===== src/sv/bmm_pkg.sv =====
// Package for the bracket match marker: controller states, mark codes,
// character constants and the command and status structs.
// No dependencies.
`default_nettype none

package bmm_pkg;

    localparam logic [7:0] CH_OPEN  = 8'h28;
    localparam logic [7:0] CH_CLOSE = 8'h29;

    localparam logic [1:0] MARK_BLANK  = 2'd0;
    localparam logic [1:0] MARK_DOLLAR = 2'd1;
    localparam logic [1:0] MARK_QUEST  = 2'd2;

    typedef enum logic [2:0] {
        ST_IDLE,
        ST_POP,
        ST_SCAN_RD,
        ST_SCAN_CHK,
        ST_EMIT_RD,
        ST_EMIT_LD,
        ST_OUT
    } bmm_state_t;

    typedef struct packed {
        logic take;
        logic pop_clear;
        logic scan_start;
        logic scan_step;
        logic emit_start;
        logic load_mark;
        logic load_bare;
        logic idx_inc;
        logic line_clear;
    } bmm_cmd_t;

    typedef struct packed {
        logic pop;
        logic scan_end;
        logic found;
        logic done;
    } bmm_sts_t;

endpackage

`default_nettype wire


===== src/sv/bmm_in_if.sv =====
// Input channel of the bracket match marker: one character item per handshake.
// No dependencies.
`default_nettype none

interface bmm_in_if;
    logic       valid;
    logic       ready;
    logic [7:0] char_code;
    logic       line_last;
    logic       line_empty;

    modport source (output valid, char_code, line_last, line_empty, input ready);
    modport sink   (input valid, char_code, line_last, line_empty, output ready);
endinterface

`default_nettype wire


===== src/sv/bmm_out_if.sv =====
// Output channel of the bracket match marker: one mark item per handshake.
// No dependencies.
`default_nettype none

interface bmm_out_if;
    logic       valid;
    logic       ready;
    logic [1:0] mark_code;
    logic       mark_valid;
    logic       line_done;

    modport source (output valid, mark_code, mark_valid, line_done, input ready);
    modport sink   (input valid, mark_code, mark_valid, line_done, output ready);
endinterface

`default_nettype wire


===== src/sv/bmm_ctrl.sv =====
// Controller of the bracket match marker: sequences character intake, the
// partner clear, the mark scan and the emission. Depends on bmm_pkg.
`default_nettype none

module bmm_ctrl
(
    input  wire logic              clk,
    input  wire logic              rst_n,
    input  wire logic              in_valid,
    input  wire logic              in_line_last,
    input  wire logic              in_line_empty,
    output logic                   in_ready,
    input  wire logic              out_ready,
    output logic                   out_valid,
    input  wire bmm_pkg::bmm_sts_t sts,
    output bmm_pkg::bmm_cmd_t      cmd
);

    bmm_pkg::bmm_state_t state_reg;
    bmm_pkg::bmm_state_t state_next;
    logic                last_pend_reg;
    logic                last_pend_next;

    always_ff @(posedge clk or negedge rst_n)
    begin
        if (!rst_n)
        begin
            state_reg     <= bmm_pkg::ST_IDLE;
            last_pend_reg <= 1'b0;
        end
        else
        begin
            state_reg     <= state_next;
            last_pend_reg <= last_pend_next;
        end
    end

    always_comb
    begin
        state_next     = state_reg;
        last_pend_next = last_pend_reg;
        unique case (state_reg)
            bmm_pkg::ST_IDLE:
            begin
                if (in_valid)
                begin
                    last_pend_next = in_line_last;
                    priority if (in_line_empty)
                        state_next = bmm_pkg::ST_SCAN_RD;
                    else if (sts.pop)
                        state_next = bmm_pkg::ST_POP;
                    else if (in_line_last)
                        state_next = bmm_pkg::ST_SCAN_RD;
                    else
                        state_next = bmm_pkg::ST_IDLE;
                end
            end
            bmm_pkg::ST_POP:
            begin
                state_next = last_pend_reg ? bmm_pkg::ST_SCAN_RD : bmm_pkg::ST_IDLE;
            end
            bmm_pkg::ST_SCAN_RD:
            begin
                priority if (!sts.scan_end)
                    state_next = bmm_pkg::ST_SCAN_CHK;
                else if (sts.found)
                    state_next = bmm_pkg::ST_EMIT_RD;
                else
                    state_next = bmm_pkg::ST_OUT;
            end
            bmm_pkg::ST_SCAN_CHK:
            begin
                state_next = bmm_pkg::ST_SCAN_RD;
            end
            bmm_pkg::ST_EMIT_RD:
            begin
                state_next = bmm_pkg::ST_EMIT_LD;
            end
            bmm_pkg::ST_EMIT_LD:
            begin
                state_next = bmm_pkg::ST_OUT;
            end
            bmm_pkg::ST_OUT:
            begin
                if (out_ready)
                begin
                    state_next = sts.done ? bmm_pkg::ST_IDLE : bmm_pkg::ST_EMIT_RD;
                end
            end
            default:
            begin
                state_next = bmm_pkg::ST_IDLE;
            end
        endcase
    end

    always_comb
    begin
        cmd       = '0;
        in_ready  = 1'b0;
        out_valid = 1'b0;
        unique case (state_reg)
            bmm_pkg::ST_IDLE:
            begin
                in_ready = 1'b1;
                if (in_valid)
                begin
                    cmd.take       = !in_line_empty;
                    cmd.scan_start = in_line_empty || (in_line_last && !sts.pop);
                end
            end
            bmm_pkg::ST_POP:
            begin
                cmd.pop_clear  = 1'b1;
                cmd.scan_start = last_pend_reg;
            end
            bmm_pkg::ST_SCAN_RD:
            begin
                if (sts.scan_end)
                begin
                    cmd.emit_start = sts.found;
                    cmd.load_bare  = !sts.found;
                end
            end
            bmm_pkg::ST_SCAN_CHK:
            begin
                cmd.scan_step = 1'b1;
            end
            bmm_pkg::ST_EMIT_RD:
            begin
                cmd = '0;
            end
            bmm_pkg::ST_EMIT_LD:
            begin
                cmd.load_mark = 1'b1;
            end
            bmm_pkg::ST_OUT:
            begin
                out_valid = 1'b1;
                if (out_ready)
                begin
                    cmd.idx_inc    = 1'b1;
                    cmd.line_clear = sts.done;
                end
            end
            default:
            begin
                cmd = '0;
            end
        endcase
    end

endmodule

`default_nettype wire


===== src/sv/bmm_dp.sv =====
// Datapath of the bracket match marker: mark and open-bracket memories,
// line and stack counters, scan bounds and the output item register.
// Depends on bmm_pkg.
`default_nettype none

module bmm_dp
#(
    parameter int MAX_LEN = 64
)
(
    input  wire logic              clk,
    input  wire logic              rst_n,
    input  wire logic [7:0]        char_code,
    input  wire bmm_pkg::bmm_cmd_t cmd,
    output bmm_pkg::bmm_sts_t      sts,
    output logic [1:0]             mark_code,
    output logic                   mark_valid,
    output logic                   line_done
);

    localparam int PW = $clog2(MAX_LEN);
    localparam int CW = $clog2(MAX_LEN + 1);

    logic [1:0]    mark_mem [MAX_LEN];
    logic [PW-1:0] stack_mem [MAX_LEN];

    logic [CW-1:0] len_reg;
    logic [CW-1:0] len_next;
    logic [CW-1:0] sd_reg;
    logic [CW-1:0] sd_next;
    logic [CW-1:0] idx_reg;
    logic [CW-1:0] idx_next;
    logic [PW-1:0] stk_rd_reg;
    logic [1:0]    mark_rd_reg;
    logic [PW-1:0] first_reg;
    logic [PW-1:0] last_reg;
    logic          found_reg;
    logic [1:0]    mark_code_reg;
    logic          mark_valid_reg;
    logic          line_done_reg;

    logic          full;
    logic          is_open;
    logic          is_close;
    logic          stack_nz;
    logic          take_ok;
    logic [1:0]    mark_new;
    logic [PW-1:0] sd_top;
    logic          mark_we;
    logic [PW-1:0] mark_waddr;
    logic [1:0]    mark_wdata;
    logic          scan_hit;

    assign full     = (len_reg == CW'(MAX_LEN));
    assign is_open  = (char_code == bmm_pkg::CH_OPEN);
    assign is_close = (char_code == bmm_pkg::CH_CLOSE);
    assign stack_nz = (sd_reg != '0);
    assign take_ok  = cmd.take && !full;
    assign sd_top   = PW'(sd_reg - CW'(1));
    assign scan_hit = (mark_rd_reg != bmm_pkg::MARK_BLANK);

    always_comb
    begin
        priority if (is_open)
            mark_new = bmm_pkg::MARK_DOLLAR;
        else if (is_close && !stack_nz)
            mark_new = bmm_pkg::MARK_QUEST;
        else
            mark_new = bmm_pkg::MARK_BLANK;
    end

    assign mark_we    = take_ok || cmd.pop_clear;
    assign mark_waddr = cmd.pop_clear ? stk_rd_reg : len_reg[PW-1:0];
    assign mark_wdata = cmd.pop_clear ? bmm_pkg::MARK_BLANK : mark_new;

    always_ff @(posedge clk)
    begin
        if (mark_we)
        begin
            mark_mem[mark_waddr] <= mark_wdata;
        end
        mark_rd_reg <= mark_mem[idx_reg[PW-1:0]];
    end

    always_ff @(posedge clk)
    begin
        if (take_ok && is_open)
        begin
            stack_mem[sd_reg[PW-1:0]] <= len_reg[PW-1:0];
        end
        stk_rd_reg <= stack_mem[sd_top];
    end

    always_comb
    begin
        len_next = len_reg;
        sd_next  = sd_reg;
        priority if (cmd.line_clear)
        begin
            len_next = '0;
            sd_next  = '0;
        end
        else if (take_ok)
        begin
            len_next = len_reg + CW'(1);
            if (is_open)
                sd_next = sd_reg + CW'(1);
            else if (is_close && stack_nz)
                sd_next = sd_reg - CW'(1);
        end
    end

    always_comb
    begin
        idx_next = idx_reg;
        priority if (cmd.scan_start)
            idx_next = '0;
        else if (cmd.emit_start)
            idx_next = CW'(first_reg);
        else if (cmd.scan_step || cmd.idx_inc)
            idx_next = idx_reg + CW'(1);
    end

    always_ff @(posedge clk or negedge rst_n)
    begin
        if (!rst_n)
        begin
            len_reg <= '0;
            sd_reg  <= '0;
            idx_reg <= '0;
        end
        else
        begin
            len_reg <= len_next;
            sd_reg  <= sd_next;
            idx_reg <= idx_next;
        end
    end

    always_ff @(posedge clk)
    begin
        if (cmd.scan_start)
        begin
            found_reg <= 1'b0;
        end
        else if (cmd.scan_step && scan_hit)
        begin
            found_reg <= 1'b1;
            last_reg  <= idx_reg[PW-1:0];
            if (!found_reg)
            begin
                first_reg <= idx_reg[PW-1:0];
            end
        end

        if (cmd.load_bare)
        begin
            mark_code_reg  <= bmm_pkg::MARK_BLANK;
            mark_valid_reg <= 1'b0;
            line_done_reg  <= 1'b1;
        end
        else if (cmd.load_mark)
        begin
            mark_code_reg  <= mark_rd_reg;
            mark_valid_reg <= 1'b1;
            line_done_reg  <= (idx_reg[PW-1:0] == last_reg);
        end
    end

    assign sts.pop      = is_close && stack_nz && !full;
    assign sts.scan_end = (idx_reg == len_reg);
    assign sts.found    = found_reg;
    assign sts.done     = line_done_reg;

    assign mark_code  = mark_code_reg;
    assign mark_valid = mark_valid_reg;
    assign line_done  = line_done_reg;

endmodule

`default_nettype wire


===== src/sv/bracket_match_marker.sv =====
// Bracket match marker: one line of characters in, the span of unmatched
// bracket marks out. Depends on bmm_pkg, bmm_in_if, bmm_out_if, bmm_ctrl, bmm_dp.
//
// The input channel takes one character item per handshake, with line_last on
// the final character, or a line_empty item that ends the line alone. Each '('
// is pushed on a stack of pending positions and each ')' pops its partner, if
// any. A ')' that finds a partner passes through a further pop state, as the
// partner's mark is cleared through the single write port of the mark memory.
// Characters beyond MAX_LEN positions are dropped, though line_last still ends
// the line.
// At line end the mark memory is scanned, one stored position per read and check
// state pair, to find the first and last non-blank marks. The marks in that
// span then leave one item at a time, each read through the emit read and load
// states, the cost of the registered memory read. A line with no marks gives
// one bare item with line_done set. The block works on one line at a time: the
// input is not ready from line end until the final result is taken. A stalled
// receiver holds the output item. Reset empties the line and the stack; the
// memories are not cleared.
`default_nettype none

module bracket_match_marker
#(
    parameter int MAX_LEN = 64
)
(
    input  wire logic clk,
    input  wire logic rst_n,
    bmm_in_if.sink    in_ch,
    bmm_out_if.source out_ch
);

    bmm_pkg::bmm_cmd_t cmd;
    bmm_pkg::bmm_sts_t sts;
    logic              in_ready;
    logic              out_valid;
    logic [1:0]        mark_code;
    logic              mark_valid;
    logic              line_done;

    bmm_ctrl u_ctrl
    (
        .clk           (clk),
        .rst_n         (rst_n),
        .in_valid      (in_ch.valid),
        .in_line_last  (in_ch.line_last),
        .in_line_empty (in_ch.line_empty),
        .in_ready      (in_ready),
        .out_ready     (out_ch.ready),
        .out_valid     (out_valid),
        .sts           (sts),
        .cmd           (cmd)
    );

    bmm_dp #(.MAX_LEN(MAX_LEN)) u_dp
    (
        .clk        (clk),
        .rst_n      (rst_n),
        .char_code  (in_ch.char_code),
        .cmd        (cmd),
        .sts        (sts),
        .mark_code  (mark_code),
        .mark_valid (mark_valid),
        .line_done  (line_done)
    );

    assign in_ch.ready       = in_ready;
    assign out_ch.valid      = out_valid;
    assign out_ch.mark_code  = mark_code;
    assign out_ch.mark_valid = mark_valid;
    assign out_ch.line_done  = line_done;

endmodule

`default_nettype wire


===== src/flat_wrapper.sv =====
// flat-port wrapper written by rule: the top's interface ports become plain ports
module bracket_match_marker_flat 
#(
    parameter int MAX_LEN = 64
)
  (clk, rst_n, in_ch_valid, in_ch_char_code, in_ch_line_last, in_ch_line_empty, in_ch_ready, out_ch_valid, out_ch_mark_code, out_ch_mark_valid, out_ch_line_done, out_ch_ready);
  bmm_in_if in_ch_i ();
  bmm_out_if out_ch_i ();
  input  wire logic clk;
  input  wire logic rst_n;
  input wire logic [$bits(in_ch_i.valid)-1:0] in_ch_valid;
  input wire logic [$bits(in_ch_i.char_code)-1:0] in_ch_char_code;
  input wire logic [$bits(in_ch_i.line_last)-1:0] in_ch_line_last;
  input wire logic [$bits(in_ch_i.line_empty)-1:0] in_ch_line_empty;
  output wire logic [$bits(in_ch_i.ready)-1:0] in_ch_ready;
  output wire logic [$bits(out_ch_i.valid)-1:0] out_ch_valid;
  output wire logic [$bits(out_ch_i.mark_code)-1:0] out_ch_mark_code;
  output wire logic [$bits(out_ch_i.mark_valid)-1:0] out_ch_mark_valid;
  output wire logic [$bits(out_ch_i.line_done)-1:0] out_ch_line_done;
  input wire logic [$bits(out_ch_i.ready)-1:0] out_ch_ready;
  assign in_ch_i.valid = in_ch_valid;
  assign in_ch_i.char_code = in_ch_char_code;
  assign in_ch_i.line_last = in_ch_line_last;
  assign in_ch_i.line_empty = in_ch_line_empty;
  assign in_ch_ready = in_ch_i.ready;
  assign out_ch_valid = out_ch_i.valid;
  assign out_ch_mark_code = out_ch_i.mark_code;
  assign out_ch_mark_valid = out_ch_i.mark_valid;
  assign out_ch_line_done = out_ch_i.line_done;
  assign out_ch_i.ready = out_ch_ready;
  bracket_match_marker #(.MAX_LEN(MAX_LEN)) u_core (.clk(clk), .rst_n(rst_n), .in_ch(in_ch_i), .out_ch(out_ch_i));
endmodule

===== config.mk =====
export PLATFORM = sky130hd
export DESIGN_NAME = bracket_match_marker_flat
export DESIGN_NICKNAME = d
export VERILOG_FILES = /design/src/sv/bmm_pkg.sv /design/src/sv/bmm_in_if.sv /design/src/sv/bmm_out_if.sv /design/src/sv/bmm_ctrl.sv /design/src/sv/bmm_dp.sv /design/src/sv/bracket_match_marker.sv /design/src/flat_wrapper.sv
export SDC_FILE = /design/constraint.sdc
export NUM_CORES = 1
export LEC_CHECK = 0
export BUFFER_PORTS_ARGS = -buffer_cell sky130_fd_sc_hd__buf_4
export CORE_MARGIN = 2
export CORE_UTILIZATION = 68
export CTS_CLUSTER_SIZE = 25
export DETAILED_ROUTE_END_ITERATION = 12
export GPL_TIMING_DRIVEN = 0
export PLACE_DENSITY = 0.85
export SLEW_MARGIN = 20
export SYNTH_ARGS = -nofsm -noshare
export SYNTH_HDL_FRONTEND = slang
export SYNTH_SLANG_ARGS = --single-unit

===== constraint.sdc =====
create_clock -name clk -period 20 [get_ports clk]
set_clock_uncertainty 0.15 [all_clocks]
set_input_delay 4 -clock clk [delete_from_list [all_inputs] [get_ports clk]]
set_output_delay 4 -clock clk [all_outputs]
set_load 0.005 [all_outputs]

-- Word-level counts from Yosys, hierarchy flattened
Memory sizes are Yosys's and may differ from the RTL's. A register that Yosys moved wholly into a read port is not among the register bits.
Cells that the tools add are included.
- register bits after elaboration: 42
- bits in latches: 0
- bits in writable memories: 512
- bits in read-only memories: 0
- output and inout bits: 6
- memories: 2
- $add $sub $neg: 4
- multiply operators: 0
- div/mod/pow operators: 0
- order comparisons: 0
- equality and inequality tests: 13
- shift operators: 0
- muxes and demuxes: 42
- bitwise gates (word level): 2
- reductions and logical operators: 26
- memories (name ; words ; width ; read ports ; clocked after memory_dff ; write ports ; line ; source):
    u_core.u_dp.stack_mem ; 64 ; 6 ; 1 ; 1 ; 1 ; bmm_dp.sv:25 ; logic [PW-1:0] stack_mem [MAX_LEN];
    u_core.u_dp.mark_mem ; 64 ; 2 ; 1 ; 1 ; 1 ; bmm_dp.sv:24 ; logic [1:0] mark_mem [MAX_LEN];
- operator list (cell ; count):
    two-way mux 7 bit ; 9
    adder 7 x 1 -> 7 bit, second input constant ; 3
    one-hot mux 3 bit (7 select lines) ; 1
    two-way mux 2 bit ; 10
    equality test 8 x 6 -> 1 bit, second input constant ; 2
    two-way mux 1 bit ; 16
    two-way mux 3 bit ; 4
    equality test 3 bit, second input constant ; 3
    AND reduction 2 bit ; 4
    equality test 7 bit ; 1
    equality test 7 bit, second input constant ; 1
    logical AND 1 bit ; 7
    nonzero test 7 bit ; 1
    subtractor 7 x 1 -> 7 bit, second input constant ; 1
    equality test 3 x 2 -> 1 bit, second input constant ; 2
    equality test 6 bit ; 1
    two-way mux 6 bit ; 1
    nonzero test 3 bit ; 2
    logical NOT 1 bit ; 5
    inequality test 2 bit, second input constant ; 2
    nonzero test 2 bit ; 2
    equality test 3 x 1 -> 1 bit, second input constant ; 1
    logical NOT 3 bit ; 1
    logical OR 1 bit ; 3
    other kinds (3) ; 4

-- Longest topological paths before layout
- word-level depth: 10
- mapped depth: 13
- mapped depth without buffers: 7

-- By module
From an unflattened synthesis, not the netlist that was laid out.
- cell total of the unflattened synthesis: 1338
- area total of the unflattened synthesis: 23110.9 sq um
- modules (own cells, without submodules) (module ; times used ; cells an instance ; area each (sq um) ; seq. area each (sq um)):
    bmm_dp ; 1 ; 1294 ; 22734.3 ; 16520.8
    bmm_ctrl ; 1 ; 44 ; 376.6 ; 100.1

-- Least setup slack after synthesis
OpenSTA, ideal clock, no wires.
- kind: input-to-reg
- start point: in in_ch_char_code[4]
- end point: mem u_core.u_dp.mark_mem[0][1] (data pin)
- setup time: 0.863 ns
- arrival time: 8.223 ns
- path slack: 10.764 ns
- cell stages on the path: 2
- path buffers: 0
- cells stage by stage: or4b_2 > nor4_1
- cells in the longest elaborated chain, start to end: 5
- RTL lines (element ; line ; source):
    from (decl) ; flat_wrapper.sv:12 ; input wire logic [$bits(in_ch_i.char_code)-1:0] in_ch_char_code;
    equality test 8 x 6 -> 1 bit ; bmm_dp.sv:56 ; assign is_close = (char_code == bmm_pkg::CH_CLOSE);
    logical AND 1 bit ; bmm_dp.sv:66 ; else if (is_close && !stack_nz)
    two-way mux 2 bit ; bmm_dp.sv:66 ;
    two-way mux 2 bit (*) ; bmm_dp.sv:64 ; priority if (is_open)
    two-way mux 2 bit (*) ; bmm_dp.sv:74 ; assign mark_wdata = cmd.pop_clear ? bmm_pkg::MARK_BLANK : mark_new;
    net u_core.u_dp.mark_wdata[1] ; bmm_dp.sv:51 ; logic [1:0] mark_wdata;
    to (decl) ; bmm_dp.sv:24 ;
Mark *: on every way through the listed nets, which the timed path passes. The rest lies on a longest branch.

-- Worst setup path in the final report
- start point: in in_ch_char_code[4]
- end point: mem u_core.u_dp.stack_mem[12][3] (netlist name), enable pin
- cells in the longest elaborated chain, start to end: 4
- RTL lines (element ; line ; source):
    equality test 8 x 6 -> 1 bit ; bmm_dp.sv:55 ; assign is_open = (char_code == bmm_pkg::CH_OPEN);
    logical AND 1 bit ; bmm_dp.sv:87 ; if (take_ok && is_open)
    two-way mux 1 bit ; bmm_dp.sv:87 ;
    two-way mux 1 bit (implied by the code) ; bmm_dp.sv:89 ; stack_mem[sd_reg[PW-1:0]] <= len_reg[PW-1:0];
    to (decl) ; bmm_dp.sv:25 ;
Every way passes these cells.

==> results.sh <==
export IMPL_reg2regPathDepth=13
export IMPL_fp_dieH_um=188
export IMPL_synthAdderAreaFrac_pct=0.271
export IMPL_drv_slew=0
export IMPL_async_flop_share_pct=4.45
export IMPL_synth_area_leaders="edfxtp_1 (68%), mux4_2 (14%), dfrtp_1 (2.7%)"
export IMPL_grt_setup_unrepaired="false"
export IMPL_antenna_cells=0
export IMPL_seq_area_frac_synth_pct=71.9
export IMPL_overflow=0
export IMPL_r2r_end="u_core.u_dp.stk_rd_reg[4]$_DFF_P_"
export IMPL_grt_pass1_wl_um=87900
export IMPL_fin_crit_sh_pct=35.7
export IMPL_place_hpwl_um=35100
export IMPL_cts_sinks=562
export IMPL_row_count=67
export IMPL_post_cts_resize_count=0
export IMPL_port_buffers=19
export IMPL_coreArea_um2=33500
export IMPL_synth_edf_count=524
export IMPL_hold_class="register to register"
export IMPL_synth_xor_area_share_pct=1.17
export IMPL_clkSlewWorstSetupHoldPaths_ps=60
export IMPL_multiInputGateArea_um2=6070
export IMPL_reg2reg_setup_slack_ps=14790
export IMPL_synth_cell_types=65
export IMPL_cp_max_fo=10
export IMPL_ctsRootBufferMaster="clkbuf_16"
export IMPL_cts_tree="yes"
export IMPL_fin_ws_ps=12870
export IMPL_n_fill_cell=1637
export IMPL_synthFlopType="edfxtp_1"
export IMPL_syn_avg_cell_area_um2=17.7
export IMPL_max_freq_ghz=0.140
export IMPL_vias=13700
export IMPL_pin_count=20
export IMPL_hold_path_endpoint="u_core.u_dp.mark_valid$_SDFFE_PP0P_"
export IMPL_synth_compound_area_share_pct=3.54
export IMPL_cp_start_kind="primary input"
export IMPL_h_tree_depth=2
export IMPL_antenna_found_initial=0
export IMPL_drive_above_1_share_pct=21.2
export IMPL_drt_iter0_markers=2216
export IMPL_p_leak_nw=8.48
export IMPL_drt_first_pass_iters=7
export IMPL_clockBufferDepth=3
export IMPL_hold_depth=2
export IMPL_grt_max_degree=45
export IMPL_worst_pin_slew_ps=1060
export IMPL_critical_path_class="primary input to register"
export IMPL_finalSetupViolCount=0
export IMPL_muxShareOfSynthArea_pct=14.8
export IMPL_final_setup_tns_ps=0
export IMPL_power_per_cell_area_nw_per_um2=115
export IMPL_hold_buffers=0
export IMPL_start_util_pct=68.9
export IMPL_routabilityCongestion=0.923
export IMPL_seqCellArea_um2=16600
export IMPL_synth_top_family_by_area="multiplexers"
export IMPL_cts_inserted_buffers=54
export IMPL_yosysTopAreaCellShare_pct=68.1
export IMPL_ys_seq_elements=562
export IMPL_syn_nets=1321
export IMPL_critical_path_required_ps=20090
export IMPL_syn2layout_area_growth_pct=11.4
export IMPL_ys_warn_count=0
export IMPL_largest_reg_flops=384
export IMPL_maxCapViolCount=0
export IMPL_synthSimpleGateAreaFrac_pct=6.38
export IMPL_vdd_ir_drop_max_v=0.0000872
export IMPL_viasPerCell=7.29
export IMPL_syn_area_um2=23100
export IMPL_postRouteAntennaNets=0
export IMPL_insertion_delay_ps=610
export IMPL_netlist_instances=1302
export IMPL_grt_usage_pct=34.1
export IMPL_cts_setup_buffers=0
export IMPL_worstHoldStart="u_core.u_dp.mark_valid$_SDFFE_PP0P_"
export IMPL_die_area_um2=35500
export IMPL_synth_top_area_cell="edfxtp_1"
export IMPL_nets=1409
export IMPL_wl_per_cell_um=31.2
export IMPL_status="completed"
export IMPL_r2r_start="u_core.u_dp.sd_reg[0]$_DFFE_PN0P_"
export IMPL_grt_pass1_vias=14000
export IMPL_worstPathArrival_ps=7230
export IMPL_maxSlewHeadroom_pct=29.2
export IMPL_end_kind="register"
export IMPL_period_needed_ps=7130
export IMPL_die_x_um=188
export IMPL_pre_cts_ws_ps=12490
export IMPL_wirelength_um=58700
export IMPL_drc_errors=0
export IMPL_final_hold_viol_count=0
[worst max-delay path, stage by stage]
cell and delay [ps]:
buf_4 110, nor4b_1 620, nand3_1 180, clkbuf_1 340, nor2_1 410, nand4_1 750, nor2_1 800
[worst max path at each step]
stage / from / to / cells after the start
floorplan: in_ch_char_code[4] / u_core.u_dp.mark_mem[0][1]$_DFFE_PP_ / 2
global placement: in_ch_char_code[4] / u_core.u_dp.mark_mem[6][1]$_DFFE_PP_ / 3
detailed placement: in_ch_char_code[4] / u_core.u_dp.stack_mem[12][3]$_DFFE_PP_ / 7
CTS: in_ch_char_code[4] / u_core.u_dp.stack_mem[12][2]$_DFFE_PP_ / 7
global route: in_ch_char_code[4] / u_core.u_dp.stack_mem[20][5]$_DFFE_PP_ / 7
finish: in_ch_char_code[4] / u_core.u_dp.stack_mem[12][3]$_DFFE_PP_ / 7
[layout make-up]
cell class | count | area share, %
flip-flops and latches | 562 | 64.6
clock buffers | 62 | 5.40
well taps | 448 | 2.18
repair buffers | 32 | 1.29
clock inverters | 39 | 1.28
multi-input cells | 635 | 23.6
plain buffers | 72 | 1.19
inverters | 33 | 0.481
[report_power, final]
part / leakage, nW / internal, mW / switching, mW / total [mW]
registers: 5.41 / 1.36 / 0.0566 / 1.42
clock network: 0.843 / 0.553 / 0.442 / 0.995
logic: 2.23 / 0.199 / 0.345 / 0.544
total: 8.48 / 2.12 / 0.844 / 2.96
[cell usage after synthesis, types with 7 or more instances]
cell / instances
buf_1: 8
mux2_2: 14
o211ai_1: 15
nor2b_1: 10
clkbuf_1: 41
nor2_1: 158
or3_1: 10
o2111ai_1: 7
xnor2_1: 11
edfxtp_1: 524
dfxtp_1: 13
mux2i_1: 12
o31ai_1: 9
o21ai_0: 16
a211oi_1: 7
xor2_1: 20
a21oi_1: 10
buf_2: 19
mux4_2: 140
nor3_1: 12
inv_1: 32
nand3_1: 33
dfrtp_1: 25
nand2_1: 53
[logic make-up (layout without fill, tap and decap cells)]
logic type | after synthesis | count (layout)
adders and majority gates | 5 | 5
muxes | 166 | 166
AOI/OAI and AO/OA | 113 | 113
and+or+nand+nor | 320 | 320
buffers and inverters | 105 | 238
xor gates and xnor gates | 31 | 31
DFF | 562 | 562
[cells in the final DEF (no fill, tap or decap), types with 6 or more instances in the layout]
| master | n |
|---|---|
| edfxtp_1 | 524 |
| nor2_1 | 157 |
| mux4_2 | 140 |
| clkbuf_16 | 54 |
| nand2_1 | 53 |
| clkbuf_1 | 48 |
| nand3_1 | 33 |
| inv_1 | 32 |
| buf_4 | 24 |
| buf_2 | 23 |
| xor2_1 | 20 |
| clkinv_1 | 20 |
| dfrtp_1 | 19 |
| o21ai_0 | 16 |
| o211ai_1 | 15 |
| mux2_2 | 14 |
| dfxtp_1 | 13 |
| nor3_1 | 12 |
| mux2i_1 | 12 |
| xnor2_1 | 11 |
| clkinv_2 | 11 |
| nor2b_1 | 10 |
| or3_1 | 10 |
| a21oi_1 | 10 |
| o31ai_1 | 9 |
| buf_1 | 8 |
| a211oi_1 | 7 |
| o2111ai_1 | 7 |
| a31oi_1 | 6 |
| o221ai_1 | 6 |
| nand2b_1 | 6 |
| dfrtp_2 | 6 |
[stage by stage]
step | utilization (%) | std cells | instance area (µm²) | hold WS (ps) | total power [mW]
3_3_place_gp | 71.0 | 1769 | 23800 | 287 | 1.91
3_5_place_dp | 71.6 | 1782 | 24000 | 304 | 1.95
5_1_grt | 76.8 | 1883 | 25700 | 322 | 3.02
4_1_cts | 76.8 | 1883 | 25700 | 313 | 2.94
2_1_floorplan | - | 1302 | 23100 | 287 | 1.75
6_report | 76.8 | 1883 | 25700 | 311 | 2.96
[metal layers]
| metal | up-vias | wire length (µm) | global-route usage [%] |
|---|---|---|---|
| met3 | 306 | 7390 | 10.1 |
| met4 | 0 | 3480 | 16.3 |
| met2 | 1281 | 28100 | 53.4 |
| li1 | 5371 | - | - |
| met5 | - | 0 | 0 |
| met1 | 6773 | 19800 | 44.9 |
No activity file was read; power rests on OpenSTA's default activity.
